File: src/design/roman_numeral_encoder_top_macros.svh
// Assertion helpers used by the encoder back end.
`ifndef ROMAN_NUMERAL_ENCODER_TOP_MACROS_SVH
`define ROMAN_NUMERAL_ENCODER_TOP_MACROS_SVH

// Same-cycle implication, off during reset.
`define RNE_ASSERT_NOW(label, clk, rst, ante, cons, msg) \
   label: assert property (@(posedge clk) disable iff (rst) (ante) |-> (cons)) \
      else $error(msg);

// Next-cycle implication, off during reset.
`define RNE_ASSERT_NEXT(label, clk, rst, ante, cons, msg) \
   label: assert property (@(posedge clk) disable iff (rst) (ante) |=> (cons)) \
      else $error(msg);

`endif

File: src/design/rne_pkg.sv
`timescale 1ns / 1ps

package rne_pkg;

   localparam int unsigned VALUE_W  = 16;
   localparam int unsigned SYMBOL_W = 7;
   localparam int unsigned DIGIT_W  = 4;
   localparam int unsigned NUM_POS  = 4;

   localparam logic [VALUE_W-1:0] MAX_VALUE = 16'd3999;

   // reciprocal constants: floor(x * K >> S) == x / N over the ranges used
   localparam logic [12:0] RECIP_THOUSAND = 13'd4195;  // >> 22, x < 4096
   localparam logic [5:0]  RECIP_HUNDRED  = 6'd41;     // >> 12, x < 1024
   localparam logic [6:0]  RECIP_TEN      = 7'd103;    // >> 10, x < 128

   localparam logic [SYMBOL_W-1:0] SYM_NONE = 7'h00;
   localparam logic [SYMBOL_W-1:0] SYM_I    = 7'h49;
   localparam logic [SYMBOL_W-1:0] SYM_V    = 7'h56;
   localparam logic [SYMBOL_W-1:0] SYM_X    = 7'h58;
   localparam logic [SYMBOL_W-1:0] SYM_L    = 7'h4C;
   localparam logic [SYMBOL_W-1:0] SYM_C    = 7'h43;
   localparam logic [SYMBOL_W-1:0] SYM_D    = 7'h44;
   localparam logic [SYMBOL_W-1:0] SYM_M    = 7'h4D;

   // indexed by decimal position: ones, tens, hundreds, thousands
   localparam logic [SYMBOL_W-1:0] UNIT_SYM [NUM_POS] = '{SYM_I, SYM_X, SYM_C, SYM_M};
   localparam logic [SYMBOL_W-1:0] FIVE_SYM [NUM_POS] = '{SYM_V, SYM_L, SYM_D, SYM_NONE};
   localparam logic [SYMBOL_W-1:0] TEN_SYM  [NUM_POS] = '{SYM_X, SYM_C, SYM_M, SYM_NONE};

   typedef enum logic [1:0] {
      STATUS_OK   = 2'd0,
      STATUS_ZERO = 2'd1,
      STATUS_OVER = 2'd2
   } rne_status_type;

   typedef logic [1:0]         rne_pos_type;
   typedef logic [DIGIT_W-1:0] rne_digit_type;

   // one classified item as held in the queue
   typedef struct packed {
      rne_status_type                  status;
      rne_pos_type                     start;   // highest nonzero digit
      logic [NUM_POS-1:0][DIGIT_W-1:0] digits;
   } rne_entry_type;

   // number of symbols a decimal digit expands to
   function automatic logic [2:0] digit_len(input rne_digit_type d);
      logic [2:0] n;
      case (d)
         4'd1, 4'd5:        n = 3'd1;
         4'd2, 4'd4, 4'd6,
         4'd9:              n = 3'd2;
         4'd3, 4'd7:        n = 3'd3;
         4'd8:              n = 3'd4;
         default:           n = 3'd0;
      endcase
      return n;
   endfunction

   // symbol number 'step' of digit d at decimal position pos
   function automatic logic [SYMBOL_W-1:0] digit_symbol(input rne_digit_type d,
                                                        input rne_pos_type   pos,
                                                        input logic [1:0]    step);
      logic [SYMBOL_W-1:0] s;
      case (d) inside
         [4'd1:4'd3]: s = UNIT_SYM[pos];
         4'd4:        s = (step == 2'd0) ? UNIT_SYM[pos] : FIVE_SYM[pos];
         [4'd5:4'd8]: s = (step == 2'd0) ? FIVE_SYM[pos] : UNIT_SYM[pos];
         4'd9:        s = (step == 2'd0) ? UNIT_SYM[pos] : TEN_SYM[pos];
         default:     s = SYM_NONE;
      endcase
      return s;
   endfunction

endpackage

File: src/design/rne_ifs.sv
`timescale 1ns / 1ps

interface rne_req_if;
   logic        valid;
   logic        ready;
   logic [15:0] value;

   modport source (output valid, output value, input ready);
   modport sink   (input valid, input value, output ready);
endinterface

interface rne_rsp_if;
   logic       valid;
   logic       ready;
   logic [6:0] symbol;
   logic       last;
   logic [1:0] status;

   modport source (output valid, output symbol, output last, output status, input ready);
   modport sink   (input valid, input symbol, input last, input status, output ready);
endinterface

File: src/design/rne_front.sv
`timescale 1ns / 1ps

module rne_front
   import rne_pkg::*;
(
   input  logic          clock,
   input  logic          reset,
   rne_req_if.sink       req,
   output logic          push_valid,
   output rne_entry_type push_entry,
   input  logic          push_ready
);

   // stage 1: status, thousands digit, remainder < 1000
   logic           s1_valid_ff, s1_valid_in;
   rne_status_type s1_status_ff, s1_status_in;
   logic [2:0]     s1_th_ff, s1_th_in;
   logic [9:0]     s1_rem_ff, s1_rem_in;

   // stage 2: hundreds digit, remainder < 100
   logic           s2_valid_ff, s2_valid_in;
   rne_status_type s2_status_ff;
   logic [2:0]     s2_th_ff;
   rne_digit_type  s2_h_ff, s2_h_in;
   logic [6:0]     s2_rem_ff, s2_rem_in;

   logic        en1, en2;
   logic [11:0] v12;
   logic [24:0] prod1;
   logic [15:0] prod2;
   logic [13:0] prod3;
   rne_digit_type tens, ones;

   assign en2       = !s2_valid_ff || push_ready;
   assign en1       = !s1_valid_ff || en2;
   assign req.ready = en1;

   // stage 1 datapath
   always_comb begin
      v12   = req.value[11:0];
      prod1 = 25'(v12) * 25'(RECIP_THOUSAND);
      s1_th_in  = prod1[24:22];
      s1_rem_in = 10'(v12 - 12'(12'(s1_th_in) * 12'd1000));
      if (req.value == 16'd0) begin
         s1_status_in = STATUS_ZERO;
      end else if (req.value > MAX_VALUE) begin
         s1_status_in = STATUS_OVER;
      end else begin
         s1_status_in = STATUS_OK;
      end
      s1_valid_in = en1 ? req.valid : s1_valid_ff;
   end

   // stage 2 datapath
   always_comb begin
      prod2     = 16'(s1_rem_ff) * 16'(RECIP_HUNDRED);
      s2_h_in   = prod2[15:12];
      s2_rem_in = 7'(s1_rem_ff - 10'(10'(s2_h_in) * 10'd100));
      s2_valid_in = en2 ? s1_valid_ff : s2_valid_ff;
   end

   // last split happens on the way into the queue
   always_comb begin
      prod3 = 14'(s2_rem_ff) * 14'(RECIP_TEN);
      tens  = prod3[13:10];
      ones  = 4'(s2_rem_ff - 7'(7'(tens) * 7'd10));
      push_entry.status    = s2_status_ff;
      push_entry.digits[3] = {1'b0, s2_th_ff};
      push_entry.digits[2] = s2_h_ff;
      push_entry.digits[1] = tens;
      push_entry.digits[0] = ones;
      push_entry.start     = 2'd0;
      for (int j = 0; j < NUM_POS; j++) begin
         if (push_entry.digits[j] != 4'd0) begin
            push_entry.start = 2'(j);
         end
      end
   end

   assign push_valid = s2_valid_ff;

   always_ff @(posedge clock) begin
      if (reset) begin
         s1_valid_ff <= 1'b0;
         s2_valid_ff <= 1'b0;
      end else begin
         s1_valid_ff <= s1_valid_in;
         s2_valid_ff <= s2_valid_in;
      end
   end

   always_ff @(posedge clock) begin
      if (en1) begin
         s1_status_ff <= s1_status_in;
         s1_th_ff     <= s1_th_in;
         s1_rem_ff    <= s1_rem_in;
      end
      if (en2) begin
         s2_status_ff <= s1_status_ff;
         s2_th_ff     <= s1_th_ff;
         s2_h_ff      <= s2_h_in;
         s2_rem_ff    <= s2_rem_in;
      end
   end

endmodule

File: src/design/rne_queue.sv
`timescale 1ns / 1ps

module rne_queue
   import rne_pkg::*;
(
   input  logic          clock,
   input  logic          reset,
   input  logic          push_valid,
   input  rne_entry_type push_entry,
   output logic          push_ready,
   output logic          head_valid,
   output rne_entry_type head_entry,
   input  logic          pop
);

   rne_entry_type slot_ff [2];
   logic       wr_ptr_ff, wr_ptr_in;
   logic       rd_ptr_ff, rd_ptr_in;
   logic [1:0] count_ff, count_in;
   logic       do_push, do_pop;

   assign push_ready = (count_ff != 2'd2);
   assign head_valid = (count_ff != 2'd0);
   assign head_entry = slot_ff[rd_ptr_ff];

   always_comb begin
      do_push   = push_valid && push_ready;
      do_pop    = pop && head_valid;
      wr_ptr_in = wr_ptr_ff ^ do_push;
      rd_ptr_in = rd_ptr_ff ^ do_pop;
      count_in  = count_ff;
      if (do_push && !do_pop) begin
         count_in = count_ff + 2'd1;
      end else if (do_pop && !do_push) begin
         count_in = count_ff - 2'd1;
      end
   end

   always_ff @(posedge clock) begin
      if (reset) begin
         wr_ptr_ff <= 1'b0;
         rd_ptr_ff <= 1'b0;
         count_ff  <= 2'd0;
      end else begin
         wr_ptr_ff <= wr_ptr_in;
         rd_ptr_ff <= rd_ptr_in;
         count_ff  <= count_in;
      end
   end

   always_ff @(posedge clock) begin
      if (do_push) begin
         slot_ff[wr_ptr_ff] <= push_entry;
      end
   end

endmodule

File: src/design/rne_back.sv
`timescale 1ns / 1ps
`include "roman_numeral_encoder_top_macros.svh"

module rne_back
   import rne_pkg::*;
(
   input  logic          clock,
   input  logic          reset,
   input  logic          head_valid,
   input  rne_entry_type head_entry,
   output logic          pop,
   rne_rsp_if.source     rsp
);

   // cursor into the head entry; fresh means "start at head.start, step 0"
   logic          fresh_ff, fresh_in;
   rne_pos_type   pos_ff, pos_in;
   logic [1:0]    step_ff, step_in;

   logic                rsp_valid_ff, rsp_valid_in;
   logic [SYMBOL_W-1:0] rsp_symbol_ff;
   logic                rsp_last_ff;
   rne_status_type      rsp_status_ff;

   rne_pos_type         cur_pos, next_pos;
   logic [1:0]          cur_step;
   rne_digit_type       cur_digit;
   logic                special, digit_end, has_lower, last_now, out_en, fire;
   logic [SYMBOL_W-1:0] sym_now;

   always_comb begin
      cur_pos   = fresh_ff ? head_entry.start : pos_ff;
      cur_step  = fresh_ff ? 2'd0 : step_ff;
      cur_digit = head_entry.digits[cur_pos];
      special   = (head_entry.status != STATUS_OK);
      digit_end = (3'({1'b0, cur_step}) + 3'd1 == digit_len(cur_digit));

      has_lower = 1'b0;
      next_pos  = 2'd0;
      for (int j = 0; j < NUM_POS; j++) begin
         if (2'(j) < cur_pos && head_entry.digits[j] != 4'd0) begin
            has_lower = 1'b1;
            next_pos  = 2'(j);
         end
      end

      last_now = special || (digit_end && !has_lower);
      sym_now  = special ? SYM_NONE : digit_symbol(cur_digit, cur_pos, cur_step);

      out_en = !rsp_valid_ff || rsp.ready;
      fire   = head_valid && out_en;
      pop    = fire && last_now;

      fresh_in = fresh_ff;
      pos_in   = pos_ff;
      step_in  = step_ff;
      if (fire) begin
         fresh_in = last_now;
         if (digit_end) begin
            pos_in  = next_pos;
            step_in = 2'd0;
         end else begin
            pos_in  = cur_pos;
            step_in = cur_step + 2'd1;
         end
      end

      rsp_valid_in = fire ? 1'b1 : (rsp.ready ? 1'b0 : rsp_valid_ff);
   end

   always_ff @(posedge clock) begin
      if (reset) begin
         fresh_ff     <= 1'b1;
         pos_ff       <= 2'd0;
         step_ff      <= 2'd0;
         rsp_valid_ff <= 1'b0;
      end else begin
         fresh_ff     <= fresh_in;
         pos_ff       <= pos_in;
         step_ff      <= step_in;
         rsp_valid_ff <= rsp_valid_in;
      end
   end

   always_ff @(posedge clock) begin
      if (fire) begin
         rsp_symbol_ff <= sym_now;
         rsp_last_ff   <= last_now;
         rsp_status_ff <= head_entry.status;
      end
   end

   assign rsp.valid  = rsp_valid_ff;
   assign rsp.symbol = rsp_symbol_ff;
   assign rsp.last   = rsp_last_ff;
   assign rsp.status = rsp_status_ff;

   `RNE_ASSERT_NOW(a_flag_result_empty, clock, reset, rsp_valid_ff && (rsp_status_ff != STATUS_OK), (rsp_symbol_ff == SYM_NONE) && rsp_last_ff, "flagged result must be empty and last")
   `RNE_ASSERT_NOW(a_ok_has_symbol, clock, reset, rsp_valid_ff && (rsp_status_ff == STATUS_OK), rsp_symbol_ff != SYM_NONE, "ok result without symbol")
   `RNE_ASSERT_NOW(a_flag_starts_fresh, clock, reset, fire && special, fresh_ff, "flagged item seen mid-run")
   `RNE_ASSERT_NEXT(a_last_rearms, clock, reset, fire && last_now, fresh_ff, "cursor not rearmed after last symbol")
   `RNE_ASSERT_NEXT(a_mid_run_holds, clock, reset, fire && !last_now, !fresh_ff, "cursor rearmed before last symbol")

endmodule

File: src/design/roman_numeral_encoder_top.sv
`timescale 1ns / 1ps
// Channel   Dir  Handshake        Payload
// req_bus   in   valid / ready    value[15:0]
// rsp_bus   out  valid / ready    symbol[6:0], last, status[1:0]
//
// One result per cycle while rsp_bus is ready and an item waits, from the single
// back-end sequencer: one per numeral symbol (1 to 15), one empty if out of range.
// An accepted item passes two split stages, the queue and the output register.
// Reset is synchronous and active high; no clearing pass, intake resumes next cycle.
// A stalled result holds the output register; the two-entry queue and front
// stages keep accepting until full, then req_bus.ready drops.

module roman_numeral_encoder_top
   import rne_pkg::*;
(
   input  logic      clock,
   input  logic      reset,
   rne_req_if.sink   req_bus,
   rne_rsp_if.source rsp_bus
);

   // front -> queue
   logic          push_valid;
   logic          push_ready;
   rne_entry_type push_entry;

   // queue -> back
   logic          head_valid;
   rne_entry_type head_entry;
   logic          pop;

   // front: checks range, splits the value into decimal digits over two
   // registered stages (reciprocal multiplies), finds the leading digit
   rne_front u_front (
      .clock      (clock),
      .reset      (reset),
      .req        (req_bus),
      .push_valid (push_valid),
      .push_entry (push_entry),
      .push_ready (push_ready)
   );

   // two-entry queue decouples digit split from symbol output
   rne_queue u_queue (
      .clock      (clock),
      .reset      (reset),
      .push_valid (push_valid),
      .push_entry (push_entry),
      .push_ready (push_ready),
      .head_valid (head_valid),
      .head_entry (head_entry),
      .pop        (pop)
   );

   // back: walks the head entry digit by digit, one symbol per cycle while the output register can take it,
   // pops it with the last symbol so the next item follows without a gap
   rne_back u_back (
      .clock      (clock),
      .reset      (reset),
      .head_valid (head_valid),
      .head_entry (head_entry),
      .pop        (pop),
      .rsp        (rsp_bus)
   );

endmodule

File: src/flat_wrapper.sv
// flat-port wrapper written by rule: the top's interface ports become plain ports
module roman_numeral_encoder_top_flat import rne_pkg::*;
  (clock, reset, req_bus_valid, req_bus_value, req_bus_ready, rsp_bus_valid, rsp_bus_symbol, rsp_bus_last, rsp_bus_status, rsp_bus_ready);
  rne_req_if req_bus_i ();
  rne_rsp_if rsp_bus_i ();
  input  logic clock;
  input  logic reset;
  input wire logic [$bits(req_bus_i.valid)-1:0] req_bus_valid;
  input wire logic [$bits(req_bus_i.value)-1:0] req_bus_value;
  output wire logic [$bits(req_bus_i.ready)-1:0] req_bus_ready;
  output wire logic [$bits(rsp_bus_i.valid)-1:0] rsp_bus_valid;
  output wire logic [$bits(rsp_bus_i.symbol)-1:0] rsp_bus_symbol;
  output wire logic [$bits(rsp_bus_i.last)-1:0] rsp_bus_last;
  output wire logic [$bits(rsp_bus_i.status)-1:0] rsp_bus_status;
  input wire logic [$bits(rsp_bus_i.ready)-1:0] rsp_bus_ready;
  assign req_bus_i.valid = req_bus_valid;
  assign req_bus_i.value = req_bus_value;
  assign req_bus_ready = req_bus_i.ready;
  assign rsp_bus_valid = rsp_bus_i.valid;
  assign rsp_bus_symbol = rsp_bus_i.symbol;
  assign rsp_bus_last = rsp_bus_i.last;
  assign rsp_bus_status = rsp_bus_i.status;
  assign rsp_bus_i.ready = rsp_bus_ready;
  roman_numeral_encoder_top u_core (.clock(clock), .reset(reset), .req_bus(req_bus_i), .rsp_bus(rsp_bus_i));
endmodule
File: config.mk
export PLATFORM = sky130hd
export DESIGN_NAME = roman_numeral_encoder_top_flat
export DESIGN_NICKNAME = d
export VERILOG_FILES = /design/src/design/rne_pkg.sv /design/src/design/rne_ifs.sv /design/src/design/rne_front.sv /design/src/design/rne_queue.sv /design/src/design/rne_back.sv /design/src/design/roman_numeral_encoder_top.sv /design/src/flat_wrapper.sv
export VERILOG_INCLUDE_DIRS = /design/src /design/src/design
export SDC_FILE = /design/constraint.sdc
export NUM_CORES = 1
export LEC_CHECK = 0
export BUFFER_PORTS_ARGS = -buffer_cell sky130_fd_sc_hd__buf_4
export CAP_MARGIN = 10
export CORE_AREA = 2 2 174 176
export DETAILED_ROUTE_END_ITERATION = 10
export DIE_AREA = 0 0 176 178
export PLACE_DENSITY = 0.44
export SYNTH_ARGS = -nofsm -noshare
export SYNTH_HDL_FRONTEND = slang
export SYNTH_HIERARCHICAL = 1
export SYNTH_SLANG_ARGS = --single-unit
File: constraint.sdc
create_clock -name clock -period 15.5 [get_ports clock]
set_input_delay 0.775 -clock clock [delete_from_list [all_inputs] [get_ports clock]]
set_output_delay 0.775 -clock clock [all_outputs]
set_load 0.05 [all_outputs]
==> results list <==
- The first global-routing pass estimated 27110 µm of wire.
* Routed WL per cell: 14.03 µm
* Initial antenna violation count: 0
- Total Nets Final: 985
- In this run the number of H-tree levels came out at 3.
- Fraction of layout cells with a size suffix above 1: 11.62%
- Crit path arrival time: 6590 ps
- Entering global routing, the biggest net connects 21 pins.
- The tree is rooted in a clkbuf_16.
- Vert. Die Dim: 178 µm
* Vias after detailed routing: 5195
* Largest cells by area after synthesis: edfxtp_1 29%, ha_1 26%, fa_1 8.6%
- For this run, the top clock speed supported by timing is 0.1542 GHz.
* Final Wtd Congestion: 0.7725
- First DRT Iteration DRCs: 262
- Number of clock sinks: 92
- Worst setup path class: in -> reg
- Summed over all instances, the cell type with the most area after synthesis is edfxtp_1.
- Worst endpoint required time: 15600 ps
- Die boundary width: 176 µm
- 32 I/O pins were placed.
- Main flop type after synthesis: edfxtp_1
- Relative to the synthesized area, the layout overhead comes to 11.54%.
- Initial core utilization: 27.70%
- Clock tree from TritonCTS: done
- The setup check on the worst reg-to-reg path leaves a slack of 10510 ps.
- Num CTS Buffers: 9
* Result of the run: finished, final reports clean
- Input and output buffers added on the ports amount to 30.
- Cell area reported after detailed placement: 8796 µm²
- Summing every instance area after synthesis gives 8144 µm².
- The worst hold path begins at u_core/u_front/s1_th_ff[1]$_DFFE_PP_.
- Final TNS setup: 0 ps
- Cell depth of the worst min-delay path: 0
- Counting the fill cells in the layout gives 3065.
- Max-cap violations in this run came to 0.
* Depth of the worst register-to-register path: 17
* Post-Syn Nets: 956
- Proportion of register bits with asynchronous set or reset after synthesis: 0%
* Count of distinct cell types in the synthesized netlist: 73
* Overall die area: 31330 µm²
- Via count of the first global-routing pass: 5342
- For this run, the slowest stage of the critical path takes 560 ps.
- The worst register-to-register path begins at u_core/u_front/s2_rem_ff[2]$_DFFE_PP_.
- Number of warning messages in the yosys log: 6
- Overall global routing resource usage: 10.96%
* Part of the Yosys area used for sequential elements: 32.45%
* Ranking of synthesized cells by instance count: 169 x ha_1, 124 x inv_1, 80 x edfxtp_1
- Time the final worst path needs with I/O delays and setup: 6485 ps
- Dividing the detail-routed via count by the number of cells gives 4.494.
- Number of cell rows: 63
- Worst-case headroom to the max-slew limit: 28.96%
* Biggest fanout along the worst timing path: 6
- Clock insertion delay at the later pin of the skew report: 350 ps
* Number of max-slew violations in the final report: 0
* Drt total wl: 16220 µm
- Kind of launch point of the worst setup path: primary input
* Deepest clock path buffer count: 2
* Slew at the pin closest to its max-slew limit: 1066 ps
- Once detail routing completed, the nets flagged for antenna violations numbered 0.
* Gate count of the mapped netlist: 732
- After clock tree synthesis, the flow added hold-fix buffers numbering 0.
- Launch point of the worst path: req_bus_value[6]
* Detailed-routing iteration count for the pre-antenna-repair pass: 4
- Setup violations remaining at the end of the flow were counted as 0.
* Endpoint of the worst register-to-register path: u_core/u_queue/slot_ff[0][3]$_DFFE_PP_
* Portion of synthesized cell area occupied by the leading cell type: 29.50%
- Core area: 29400 µm²
- Final worst-path cycle share: 41.84%
* Crit-path slowest cell: fa_1
* Number of enable flip-flop cells after synthesis: 80
- Post-Synthesis Mean Instance Area: 11.13 µm²
* Number of buffers inserted to repair setup after CTS: 0
- Most used standard cell by instance count after synthesis: ha_1
- DRC: 0
* Worst Hold Endpoint: u_core/u_front/s2_th_ff[1]$_DFFE_PP_
- The final count of hold timing violations came to 0.
- Number of gates given a new drive strength after cts: 0
* Critical path cell sequence: buf_4, inv_1, ha_1, ha_1, or2_2, fa_1, fa_1, fa_1, ha_1, a22o_1, o311ai_0, o211ai_1, xnor2_1, inv_1, fa_1, fa_1, ha_1, a21o_1, a21oi_1, xnor2_1
* CP Capture Type: flip-flop
- Most numerous cell on the critical path: fa_1
* Register bit count reported by yosys: 92
* Antenna fix cells: 0
- The path class of the tightest hold or removal check is reg -> reg.
- HPWL after detailed placement: 13180 µm
- After routing the design area is 9084 µm².
- Setup repair after global routing left no endpoint under its margin.
- Across the routed clock network, the largest skew measured is 11.02 ps.
- After clock tree synthesis, the clock-pin slew on the worst setup and hold paths is 70 ps.
- Total congestion overflow: 0
==> worst max path at each step <==
stage / to / slack, ps / cells after the start
after floorplan: u_core/u_front/s1_rem_ff[9]$_DFFE_PP_ / 9180 / 19
after global placement: u_core/u_front/s1_rem_ff[9]$_DFFE_PP_ / 8700 / 20
after detailed placement: u_core/u_front/s1_rem_ff[9]$_DFFE_PP_ / 8620 / 20
after CTS: u_core/u_front/s1_rem_ff[9]$_DFFE_PP_ / 8990 / 20
after global routing: u_core/u_front/s1_rem_ff[9]$_DFFE_PP_ / 8670 / 20
final: u_core/u_front/s1_rem_ff[9]$_DFFE_PP_ / 9010 / 20
==> metrics by stage <==
step	setup slack, ps	hold WS, ps	util [%]	std cells
after floorplan	9178	400.3	-	732
after global placement	8699	401.4	29.92	1140
after detailed placement	8624	408.0	29.92	1140
after CTS	8988	424.9	30.89	1156
after global routing	8669	432.6	30.89	1156
final	9015	422.4	30.89	1156
==> sequential cells by signal, indices dropped and copies added, names as in the netlist, 2 cells and up <==
register / cells
u_core/u_front/s1_rem_ff: 10
u_core/u_back/rsp.symbol: 6
u_core/u_back/pos_ff: 2
u_core/u_front/s1_status_ff: 2
u_core/u_front/s2_status_ff: 2
u_core/u_queue/slot_ff: 40
u_core/u_back/step_ff: 2
u_core/u_back/rsp.status: 2
u_core/u_front/s2_th_ff: 3
u_core/u_queue/count_ff: 2
u_core/u_front/s2_rem_ff: 7
u_core/u_front/s1_th_ff: 3
u_core/u_front/s2_h_ff: 4
==> area by class of cell <==
type,instances,area [µm²],area share (%)
Clock buffer,10,229.0,2.521
Sequential cell,92,2643,29.09
Clock inverter,6,58.81,0.6474
Timing Repair Buffer,33,247.7,2.727
Multi-Input combinational cell,499,4945,54.44
Inverter,126,473.0,5.207
Tap cell,390,488.0,5.372
==> cells by family (layout without fill, tap and decap cells) <==
kind of cell | count (synthesis) | after routing | share of synthesized area (%)
AOI/OAI and AO/OA | 112 | 112 | 9.910
other | 2 | 2 | 0.09221
buffers and inverters | 141 | 175 | 6.837
adders and majority gates | 204 | 204 | 34.57
DFF | 92 | 92 | 32.45
xor gates and xnor gates | 32 | 32 | 3.441
muxes | 42 | 42 | 5.884
and+or+nand+nor | 107 | 107 | 6.821
==> worst max-delay path, delay by kind of cell <==
| kind | cells | cell delay (ps) |
|---|---|---|
| AOI/OAI and AO/OA | 5 | 1080 |
| and+or+nand+nor | 1 | 280 |
| adders and majority gates | 9 | 3620 |
| xor gates and xnor gates | 2 | 510 |
| buffers and inverters | 3 | 310 |
==> routing by layer <==
layer,routed length [µm],share of wire (%),GRT usage (%),vias up
met5,0,0,0,-
met4,140,0.86,2.514,0
met3,381,2.3,1.982,12
met2,8122,50,19.52,59
met1,7576,47,13.79,2472
li1,-,-,-,2652
==> cells in the final DEF (no fill, tap or decap), types with 3 or more instances in the layout <==
cell,n
a21o_1,6
nand4_1,6
xnor2_1,20
and2_1,3
xor2_1,12
or3_1,5
nand3_1,9
mux2_2,24
mux2i_1,15
nand2_1,26
o211ai_1,3
nand2b_1,7
dfxtp_1,12
o22ai_1,3
edfxtp_1,80
buf_4,33
or2_2,4
nor4_1,3
clkbuf_16,9
fa_1,35
o211a_1,3
a21oi_1,26
inv_1,124
nor2b_1,4
nor3_1,7
ha_1,169
a211oi_1,5
nor2_1,20
o21ai_0,23
a221oi_1,3
a2111oi_0,3
a31oi_1,5
o21bai_1,3
Power is not shown: default switching activity piles up to over one toggle a cycle in this logic, so the estimate is an artifact.
